### config.mk
export PLATFORM = sky130hd
export DESIGN_NAME = timeline_event_trigger_top
export DESIGN_NICKNAME = d
export VERILOG_FILES = /design/src/rtl/tet_pkg.sv /design/src/rtl/tet_ram.sv /design/src/rtl/tet_scan.sv /design/src/rtl/timeline_event_trigger_top.sv
export SDC_FILE = /design/constraint.sdc
export NUM_CORES = 2
export LEC_CHECK = 0
export BUFFER_PORTS_ARGS = -buffer_cell sky130_fd_sc_hd__buf_2
export CAP_MARGIN = 20
export CORE_ASPECT_RATIO = 1.2
export CORE_UTILIZATION = 37
export CTS_CLUSTER_SIZE = 20
export DETAILED_ROUTE_END_ITERATION = 12
export GPL_TIMING_DRIVEN = 0
export PLACE_DENSITY_LB_ADDON = 0.3
export SYNTH_ARGS = -nofsm -noshare
export SYNTH_HDL_FRONTEND = slang
export SYNTH_SLANG_ARGS = --single-unit
### constraint.sdc
create_clock -name i_clk -period 9 [get_ports i_clk]
set_input_delay 0.45 -clock i_clk [delete_from_list [all_inputs] [get_ports i_clk]]
set_output_delay 0.45 -clock i_clk [all_outputs]
set_load 0.01 [all_outputs]
### src/rtl/tet_pkg.sv
// ----------------------------------------------------------------------------
// tet_pkg
// Shared types and constants of the timeline event trigger.
// ----------------------------------------------------------------------------
package tet_pkg;

    // Field widths
    localparam int TIME_W    = 32;
    localparam int ID_W      = 6;
    localparam int IDX_W     = 5;
    localparam int CUR_W     = 7;
    localparam int NUM_W     = 6;
    localparam int MASK_W    = 64;
    localparam int CFG_IDX_W = 1;

    // Stream payload widths, padded to whole bytes
    localparam int S_TDATA_W = 112;
    localparam int M_TDATA_W = 56;

    // Fire limit per evaluate and its counter width
    localparam int FIRE_CAP = 32;
    localparam int FIRE_W   = 6;

    // Item kinds
    localparam logic KIND_LOAD = 1'b0;
    localparam logic KIND_EVAL = 1'b1;

    // Register indexes
    localparam logic [CFG_IDX_W-1:0] CFG_NUM_EVENTS   = 1'b0;
    localparam logic [CFG_IDX_W-1:0] CFG_HANDLER_MASK = 1'b1;

    // Sequencer states
    typedef enum logic [2:0] {
        ST_IDLE,
        ST_BACK,
        ST_FWD,
        ST_REPOS,
        ST_WRAP,
        ST_CATCH,
        ST_STATUS
    } t_state;

    // One result item handed from the sequencer to the output register
    typedef struct packed {
        logic              valid;
        logic              fired;
        logic [ID_W-1:0]   event_id;
        logic [IDX_W-1:0]  index;
        logic [TIME_W-1:0] fire_time;
        logic [CUR_W-1:0]  cursor;
        logic              last;
    } t_result;

endpackage

### src/rtl/tet_ram.sv
// ----------------------------------------------------------------------------
// tet_ram
// Generic single write port, single read port RAM with registered read.
// ----------------------------------------------------------------------------
module tet_ram #(
    parameter int WIDTH = 38,
    parameter int DEPTH = 32,
    localparam int AW   = (DEPTH > 1) ? $clog2(DEPTH) : 1
) (
    input  logic             i_clk,
    input  logic             i_we,
    input  logic [AW-1:0]    i_waddr,
    input  logic [WIDTH-1:0] i_wdata,
    input  logic [AW-1:0]    i_raddr,
    output logic [WIDTH-1:0] o_rdata
);

    logic [WIDTH-1:0] r_mem [DEPTH];
    logic [WIDTH-1:0] r_rdata;

    // Write one entry, read one entry into the output register
    always_ff @(posedge i_clk) begin
        if (i_we) begin
            r_mem[i_waddr] <= i_wdata;
        end
        r_rdata <= r_mem[i_raddr];
    end

    assign o_rdata = r_rdata;

endmodule

### src/rtl/tet_scan.sv
// ----------------------------------------------------------------------------
// tet_scan
// Cursor sequencer: writes loaded entries, produces fire and status items,
// and walks the table via the RAM read port one slot a cycle unless stalled.
// ----------------------------------------------------------------------------
module tet_scan #(
    parameter int MAX_EVENTS = 32,
    localparam int AW = (MAX_EVENTS > 1) ? $clog2(MAX_EVENTS) : 1,
    localparam int IW = $clog2(MAX_EVENTS + 2) + 1,
    localparam int DW = tet_pkg::TIME_W + tet_pkg::ID_W
) (
    input  logic                           i_clk,
    input  logic                           i_rst_n,
    // input item
    input  logic                           i_in_valid,
    output logic                           o_in_ready,
    input  logic                           i_kind,
    input  logic [tet_pkg::IDX_W-1:0]      i_entry_index,
    input  logic [tet_pkg::TIME_W-1:0]     i_entry_time,
    input  logic [tet_pkg::ID_W-1:0]       i_entry_event_id,
    input  logic [tet_pkg::TIME_W-1:0]     i_prev_time,
    input  logic [tet_pkg::TIME_W-1:0]     i_cur_time,
    // configuration
    input  logic [tet_pkg::NUM_W-1:0]      i_num_events,
    input  logic [tet_pkg::MASK_W-1:0]     i_handler_mask,
    // result towards the output register
    input  logic                           i_out_busy,
    output tet_pkg::t_result               o_result,
    // table RAM
    output logic                           o_ram_we,
    output logic [AW-1:0]                  o_ram_waddr,
    output logic [DW-1:0]                  o_ram_wdata,
    output logic [AW-1:0]                  o_ram_raddr,
    input  logic [DW-1:0]                  i_ram_rdata
);

    localparam logic signed [IW-1:0] MAXI = IW'(MAX_EVENTS);
    localparam logic signed [IW-1:0] ONE  = IW'(1);
    localparam logic signed [IW-1:0] ZERO = '0;

    tet_pkg::t_state r_state, n_state;

    logic signed [IW-1:0]          r_i, n_i;
    logic signed [IW-1:0]          r_cursor, n_cursor;
    logic                          r_oob;
    logic [tet_pkg::TIME_W-1:0]    r_prev, r_cur, r_cached;
    logic [tet_pkg::FIRE_W-1:0]    r_fires;

    logic                          accept, eval_acc;
    logic signed [IW-1:0]          num_s, ncnt;
    logic [tet_pkg::TIME_W-1:0]    slot_time;
    logic [tet_pkg::ID_W-1:0]      slot_id;
    logic                          lt_n, nxt_lt_n, at_zero;
    logic                          c_back, c_fwd, c_rep, c_catch;
    logic                          hit, emit_fire, emit_status, n_oob;
    logic                          back_start;

    // Slot data; slots outside the table read as zero
    assign slot_time = r_oob ? '0 : i_ram_rdata[tet_pkg::TIME_W-1:0];
    assign slot_id   = r_oob ? '0 : i_ram_rdata[DW-1:tet_pkg::TIME_W];

    // Active table length
    assign num_s = IW'(i_num_events);
    assign ncnt  = (int'(i_num_events) > MAX_EVENTS) ? MAXI : num_s;

    // Scan conditions on the slot now on the read port
    assign lt_n     = r_i < ncnt;
    assign nxt_lt_n = (r_i + ONE) < ncnt;
    assign at_zero  = r_i == ZERO;
    assign c_back   = r_prev < slot_time;
    assign c_fwd    = lt_n && (slot_time <= r_prev);
    assign c_rep    = r_cur <= slot_time;
    assign c_catch  = lt_n && (slot_time <= r_cur);
    assign hit      = i_handler_mask[slot_id]
                      && (r_fires < tet_pkg::FIRE_W'(tet_pkg::FIRE_CAP));

    assign accept     = i_in_valid && o_in_ready;
    assign eval_acc   = accept && (i_kind == tet_pkg::KIND_EVAL);
    assign back_start = (i_prev_time < r_cached) && (r_cursor >= ZERO);

    assign emit_fire   = !i_out_busy && hit
                         && ((r_state == tet_pkg::ST_WRAP)
                             || ((r_state == tet_pkg::ST_CATCH) && c_catch));
    assign emit_status = !i_out_busy && (r_state == tet_pkg::ST_STATUS);

    assign o_in_ready = r_state == tet_pkg::ST_IDLE;

    // Next state
    always_comb begin
        n_state = r_state;
        case (r_state)
            tet_pkg::ST_IDLE: begin
                if (eval_acc) begin
                    n_state = back_start ? tet_pkg::ST_BACK : tet_pkg::ST_FWD;
                end
            end
            tet_pkg::ST_BACK: begin
                if (!c_back || at_zero) begin
                    n_state = tet_pkg::ST_FWD;
                end
            end
            tet_pkg::ST_FWD: begin
                if (!c_fwd) begin
                    if (r_prev == r_cur) begin
                        n_state = (lt_n || ncnt != ZERO) ? tet_pkg::ST_REPOS
                                                        : tet_pkg::ST_STATUS;
                    end else if (r_prev > r_cur && lt_n) begin
                        n_state = tet_pkg::ST_WRAP;
                    end else begin
                        n_state = tet_pkg::ST_CATCH;
                    end
                end
            end
            tet_pkg::ST_REPOS: begin
                if (!c_rep || at_zero) begin
                    n_state = tet_pkg::ST_STATUS;
                end
            end
            tet_pkg::ST_WRAP: begin
                if (!(hit && i_out_busy) && !nxt_lt_n) begin
                    n_state = tet_pkg::ST_CATCH;
                end
            end
            tet_pkg::ST_CATCH: begin
                if (!c_catch) begin
                    n_state = tet_pkg::ST_STATUS;
                end
            end
            tet_pkg::ST_STATUS: begin
                if (!i_out_busy) begin
                    n_state = tet_pkg::ST_IDLE;
                end
            end
            default: n_state = tet_pkg::ST_IDLE;
        endcase
    end

    // Slot index and cursor
    always_comb begin
        n_i      = r_i;
        n_cursor = r_cursor;
        case (r_state)
            tet_pkg::ST_IDLE: begin
                if (eval_acc) begin
                    n_i = (back_start || r_cursor >= ZERO) ? r_cursor : ZERO;
                end
            end
            tet_pkg::ST_BACK: begin
                if (c_back) begin
                    n_i = at_zero ? ZERO : r_i - ONE;
                end else begin
                    n_i = r_i + ONE;
                end
            end
            tet_pkg::ST_FWD: begin
                if (c_fwd) begin
                    n_i = r_i + ONE;
                end else if (r_prev == r_cur) begin
                    n_i = lt_n ? r_i : ncnt - ONE;
                    if (!lt_n && ncnt == ZERO) begin
                        n_cursor = ZERO;
                    end
                end else if (r_prev > r_cur) begin
                    n_i = lt_n ? r_i : ZERO;
                end
            end
            tet_pkg::ST_REPOS: begin
                if (c_rep) begin
                    n_i = r_i - ONE;
                    if (at_zero) begin
                        n_cursor = ZERO;
                    end
                end else begin
                    n_cursor = r_i + ONE;
                end
            end
            tet_pkg::ST_WRAP: begin
                if (!(hit && i_out_busy)) begin
                    n_i = nxt_lt_n ? r_i + ONE : ZERO;
                end
            end
            tet_pkg::ST_CATCH: begin
                if (c_catch) begin
                    if (!(hit && i_out_busy)) begin
                        n_i = r_i + ONE;
                    end
                end else begin
                    n_cursor = lt_n ? r_i : ncnt - ONE;
                end
            end
            default: ;
        endcase
    end

    // Read the slot of the next index
    assign n_oob       = (n_i < ZERO) || (n_i >= MAXI);
    assign o_ram_raddr = n_oob ? '0 : AW'(n_i);

    // Write loaded entries that fall inside the table
    assign o_ram_we    = accept && (i_kind == tet_pkg::KIND_LOAD)
                         && (int'(i_entry_index) < MAX_EVENTS);
    assign o_ram_waddr = AW'(i_entry_index);
    assign o_ram_wdata = {i_entry_event_id, i_entry_time};

    // Result item
    always_comb begin
        o_result           = '0;
        o_result.valid     = emit_fire || emit_status;
        if (emit_status) begin
            o_result.cursor = tet_pkg::CUR_W'(r_cursor);
            o_result.last   = 1'b1;
        end else begin
            o_result.fired     = 1'b1;
            o_result.event_id  = slot_id;
            o_result.index     = tet_pkg::IDX_W'(r_i);
            o_result.fire_time = r_cur;
        end
    end

    // Control registers
    always_ff @(posedge i_clk) begin
        if (!i_rst_n) begin
            r_state  <= tet_pkg::ST_IDLE;
            r_cursor <= '0;
            r_cached <= '0;
            r_fires  <= '0;
            r_i      <= '0;
            r_oob    <= 1'b0;
        end else begin
            r_state  <= n_state;
            r_cursor <= n_cursor;
            r_i      <= n_i;
            r_oob    <= n_oob;
            if (eval_acc) begin
                r_fires <= '0;
            end else if (emit_fire) begin
                r_fires <= r_fires + 1'b1;
            end
            if (emit_status) begin
                r_cached <= r_cur;
            end
        end
    end

    // Hold the times of the evaluate in progress
    always_ff @(posedge i_clk) begin
        if (eval_acc) begin
            r_prev <= i_prev_time;
            r_cur  <= i_cur_time;
        end
    end

endmodule

### src/rtl/timeline_event_trigger_top.sv
// ----------------------------------------------------------------------------
// timeline_event_trigger_top
// Sorted event table with a cursor: fires events whose trigger time falls
// in each evaluated time step, with wrap handling.
// ----------------------------------------------------------------------------
//  Channel  Direction  Handshake                      Carries
//  s_axis   in         s_axis_tvalid/s_axis_tready    load or evaluate item
//  m_axis   out        m_axis_tvalid/m_axis_tready    fire items, status item
//  cfg      in         i_cfg_valid/o_cfg_ready        register index, data
//
//  A load item writes one table entry. An evaluate walks the table one
//  slot a cycle through the RAM read port: backward steps, forward steps,
//  then reposition or fire steps, and last the status step.
//  A stalled output holds the walk on a slot that fires and on the status
//  step; slots that do not fire go on while one item waits in the register.
//  Reset is synchronous, active low, and clears cursor and cached time;
//  table contents are undefined until loaded.
// ----------------------------------------------------------------------------
module timeline_event_trigger_top #(
    parameter int MAX_EVENTS = 32
) (
    input  logic                               i_clk,
    input  logic                               i_rst_n,
    // input items
    input  logic                               s_axis_tvalid,
    output logic                               s_axis_tready,
    // [4:0] entry_index, [36:5] entry_time, [42:37] entry_event_id,
    // [74:43] prev_time, [106:75] cur_time, [111:107] zero
    input  logic [tet_pkg::S_TDATA_W-1:0]      s_axis_tdata,
    // [0] kind
    input  logic                               s_axis_tuser,
    // result items
    output logic                               m_axis_tvalid,
    input  logic                               m_axis_tready,
    // [5:0] fired_event_id, [10:6] fired_index, [42:11] fire_time,
    // [49:43] cursor_out, [55:50] zero
    output logic [tet_pkg::M_TDATA_W-1:0]      m_axis_tdata,
    // [0] event_fired
    output logic                               m_axis_tuser,
    output logic                               m_axis_tlast,
    // configuration writes
    input  logic                               i_cfg_valid,
    output logic                               o_cfg_ready,
    input  logic [tet_pkg::CFG_IDX_W-1:0]      i_cfg_index,
    input  logic [tet_pkg::MASK_W-1:0]         i_cfg_data
);

    localparam int AW = (MAX_EVENTS > 1) ? $clog2(MAX_EVENTS) : 1;
    localparam int DW = tet_pkg::TIME_W + tet_pkg::ID_W;

    logic [tet_pkg::NUM_W-1:0]  r_num_events;
    logic [tet_pkg::MASK_W-1:0] r_handler_mask;

    tet_pkg::t_result           result;
    tet_pkg::t_result           r_out;
    logic                       out_busy;

    logic                       ram_we;
    logic [AW-1:0]              ram_waddr, ram_raddr;
    logic [DW-1:0]              ram_wdata, ram_rdata;

    // Configuration registers
    assign o_cfg_ready = 1'b1;

    always_ff @(posedge i_clk) begin
        if (!i_rst_n) begin
            r_num_events   <= '0;
            r_handler_mask <= '0;
        end else if (i_cfg_valid) begin
            case (i_cfg_index)
                tet_pkg::CFG_NUM_EVENTS:
                    r_num_events <= i_cfg_data[tet_pkg::NUM_W-1:0];
                tet_pkg::CFG_HANDLER_MASK:
                    r_handler_mask <= i_cfg_data;
                default: ;
            endcase
        end
    end

    // Event table
    tet_ram #(
        .WIDTH (DW),
        .DEPTH (MAX_EVENTS)
    ) u_table (
        .i_clk   (i_clk),
        .i_we    (ram_we),
        .i_waddr (ram_waddr),
        .i_wdata (ram_wdata),
        .i_raddr (ram_raddr),
        .o_rdata (ram_rdata)
    );

    // Cursor sequencer
    tet_scan #(
        .MAX_EVENTS (MAX_EVENTS)
    ) u_scan (
        .i_clk            (i_clk),
        .i_rst_n          (i_rst_n),
        .i_in_valid       (s_axis_tvalid),
        .o_in_ready       (s_axis_tready),
        .i_kind           (s_axis_tuser),
        .i_entry_index    (s_axis_tdata[4:0]),
        .i_entry_time     (s_axis_tdata[36:5]),
        .i_entry_event_id (s_axis_tdata[42:37]),
        .i_prev_time      (s_axis_tdata[74:43]),
        .i_cur_time       (s_axis_tdata[106:75]),
        .i_num_events     (r_num_events),
        .i_handler_mask   (r_handler_mask),
        .i_out_busy       (out_busy),
        .o_result         (result),
        .o_ram_we         (ram_we),
        .o_ram_waddr      (ram_waddr),
        .o_ram_wdata      (ram_wdata),
        .o_ram_raddr      (ram_raddr),
        .i_ram_rdata      (ram_rdata)
    );

    // Output register: hold an item until taken, load a new one when free
    assign out_busy = r_out.valid && !m_axis_tready;

    always_ff @(posedge i_clk) begin
        if (!i_rst_n) begin
            r_out <= '0;
        end else if (!out_busy) begin
            r_out <= result;
        end
    end

    assign m_axis_tvalid = r_out.valid;
    assign m_axis_tuser  = r_out.fired;
    assign m_axis_tlast  = r_out.last;
    assign m_axis_tdata  = {6'b0, r_out.cursor, r_out.fire_time,
                            r_out.index, r_out.event_id};

endmodule

==> flow_summary.yaml <==
logic_synthesis:
  ys_async_sr_fraction_pct: 0
  synth-adder-area-share_pct: 2.95
  synth.distinct_cells: 90
  synth-seq-area-share_pct: 69.1
  synth-compound-area-share_pct: 13.0
  syn_area_per_cell_sq_um: 13.8
  synth-edff-count: 1280
  synthMuxAreaShare_pct: 3.74
  synth_cells: 4473
  ys_ff_latch: 1497
  synth_top_family_by_area: "compound AO/OA/AOI/OAI gates"
  synth-simple-area-share_pct: 8.39
  ys_warn_count: 0
  synth_flop_cell: "edfxtp_1"
  synth_xor_area_share_pct: 0.240
  syn-cell-area_sq_um: 61900
sta:
  max_freq_mhz: 115
  slew_headroom_pct: 6.64
  finClkSkew_ns: 0.0594
  hold_viol_final: 0
  post-route-period-util_pct: 96.3
  rsz0062_at_grt: "false"
  worst_slew_pin_slew_ns: 1.38
  drv_slew: 0
  finalSetupViolCount: 0
  fin_crit_ns: 8.66
floorplan:
  core_area_sq_um: 166000
  io_pins: 244
  die_w_um: 376
  std_cell_rows: 164
  die_height_um: 450
  start_util_pct: 37.2
  dieArea_sq_um: 169000
cells_and_area:
  layout_common_cells: "edfxtp_1 (1,280), nand2_1 (599), buf_2 (311)"
  area_growth_pct: 18.0
  layout_commonest_cell: "edfxtp_1"
  utilization_pct: 43.9
  ff_latch_area_sq_um: 42800
  stdcell_count: 7406
  multi_input_area_sq_um: 17800
  layout-drive-gt1-share_pct: 13.1
  design_area_sq_um: 73100
  nFillCells: 14900
  fin_nets: 5361
place:
  place_area_sq_um: 66900
  io_buffers: 230
  gp_congestion: 0.940
  dp_cells: 6990
  dp_hpwl_um: 140000
cts:
  clkLatencyLatePin_ns: 0.84
  cts_tree: "yes"
  cts-resized-gates: 0
  postCtsSetupBuffers: 0
  clk_path_buf_depth: 3
  root_buffer: "clkbuf_16"
  clk_pin_slew_ns: 0.06
  cts_sinks: 1497
  cts_hold_buf: 128
  cts_buffers: 152
  htreeDepth: 4
setup_path:
  crit_type: "register to register"
  crit_arrival_ns: 9.27
  path_delay_family: "simple AND/OR/NAND/NOR gates"
  slowest_delay_ns: 1.08
  cp_slowest_cell: "nor3_2"
  crit_top_cell: "clkbuf_1"
  cp_num_buf_inv: 5
  cp_cell_sequence: "buf_2 > clkbuf_1 > clkbuf_1 > nand2b_1 > ha_1 > a21oi_1 > o21ai_1 > a21o_1 > o31ai_1 > a21o_1 > a31oi_1 > nor4_1 > nand3_2 > nor3_2 > and2_1 > buf_2 > clkbuf_1 > o211ai_1 > o21ai_1 > nor4b_2"
  cp.required_ns: 9.61
  cp-end-kind: "register"
  startpoint_type: "register"
  critPathMaxFanout: 10
global_route:
  grt_pass1_vias: 39900
  grt_overflow: 0
  grt_max_degree: 33
  grt_first_pass_wirelength_um: 280000
  grtUsageMet1_pct: 28.2
  antenna_found_initial: 17
  grt_use_met2_pct: 38.5
  use_met3_pct: 3.74
  track_usage_pct: 22.9
  busiest_layer: "met2"
run_status:
  outcome: "finished, final reports clean"
detailed_routing:
  drt-total-wl_um: 198000
  vias_per_cell: 5.52
  drc_errors: 0
  dr.first_iter.drc_count: 3998
  wl_per_cell_um: 26.7
  drtPass1Iterations: 6
  vias: 40900
  final_antenna_net_count: 0
power:
  power.density_nw_per_um2: 308
  power_w: 0.0225
  power.leakage_nw: 25.7
  irDropWorstVdd_v: 0.000213
min_path:
  worst_hold_path_type: "input pin to register"
run:
  drv_cap: 0
==> metrics by stage <==
stage	hold WS [ns]	TNS, ns	worst slack [ns]
finish	0.169	0	0.336
CTS	0.112	0	0.154
global placement	0.450	-0.315	-0.233
floorplan	0.438	0	3.98
global route	0.153	0	0.232
detailed placement	0.457	0	0.156
==> synthesized netlist by cell type, types with 16 or more instances <==
cell type  instances  area, sq um
a211oi_1          16          120
a21o_1            19          143
mux2_1            21          236
nand2_1          599         2250
nor4b_2           19          285
o221ai_1          55          482
ha_1             146         1830
nand2b_1          56          350
a22oi_1          107          803
a21boi_0          99          743
o21ai_0          104          521
o21ai_1           74          370
buf_2             75          375
nand4_1           34          213
a221oi_1          41          359
edfxtp_1        1280        38400
mux2i_1          193         1930
a22o_1            18          158
a21oi_1          269         1350
a2bb2oi_1         24          210
o22ai_1           42          263
buf_4             25          188
nor2_1           115          432
clkbuf_1         158          593
nand3_1           27          135
nor2b_1           99          619
a221o_1          133         1330
o2bb2ai_1         22          193
o211ai_1          52          390
dfxtp_1          217         4340
inv_1             88          330
nor3_1            27          135
buf_1             25         93.8
==> layout make-up <==
type                    count  share of cell area, %
plain buffers             287                   1.77
inverters                  88                  0.452
well taps                2241                   3.84
diodes                      6                 0.0205
clock buffers             205                   5.68
repair buffers            400                   4.35
multi-input cells        2606                   24.4
flip-flops and latches   1497                   58.5
clock inverters            76                  0.974
==> logic make-up after synthesis <==
logic type,Yosys count
other,2
multiplexers,224
buffers and inverters,375
AO/OA/AOI/OAI,1139
flip-flops,1497
XOR/XNOR,17
adder cells (fa/ha/maj),146
AND/OR/NAND/NOR,1073
==> flip-flops by register name, indices dropped and copies added, names as in the netlist <==
signal           flops
m_axis_tdata        50
m_axis_tlast         1
m_axis_tuser         1
m_axis_tvalid        1
r_handler_mask      64
r_num_events         6
u_scan.r_cached     32
u_scan.r_cur        32
u_scan.r_cursor      7
u_scan.r_fires       6
u_scan.r_i           7
u_scan.r_oob         1
u_scan.r_prev       32
u_scan.r_state       3
u_table.o_rdata     38
u_table.r_mem     1216
==> final timing paths <==
check,start,to,slack [ns],cells past startpoint
setup reg to reg,u_scan.r_oob$_SDFF_PN0_,u_table.o_rdata[30]$_DFF_P_,0.34,20
hold reg to reg,u_scan.r_cached[10]$_SDFFE_PN0P_,u_scan.r_cached[10]$_SDFFE_PN0P_,0.46,2
setup / recovery,u_scan.r_oob$_SDFF_PN0_,u_table.o_rdata[30]$_DFF_P_,0.34,20
hold / removal,s_axis_tdata[40],u_table.r_mem[14][35]$_DFFE_PP_,0.17,1
==> power breakdown <==
part | switching, W | internal [W]
Clock | 0.00277 | 0.00342
Combinational | 0.00578 | 0.00262
Sequential | 0.000129 | 0.00778
Total | 0.00868 | 0.0138
==> layer usage <==
metal  routed length, um  part of all wire, %
met5                  54                0.027
met4               11400                  5.8
met3               13800                  7.0
met2               95700                   48
met1               76700                   39
Note: power is estimated with default switching activity, not from simulation.
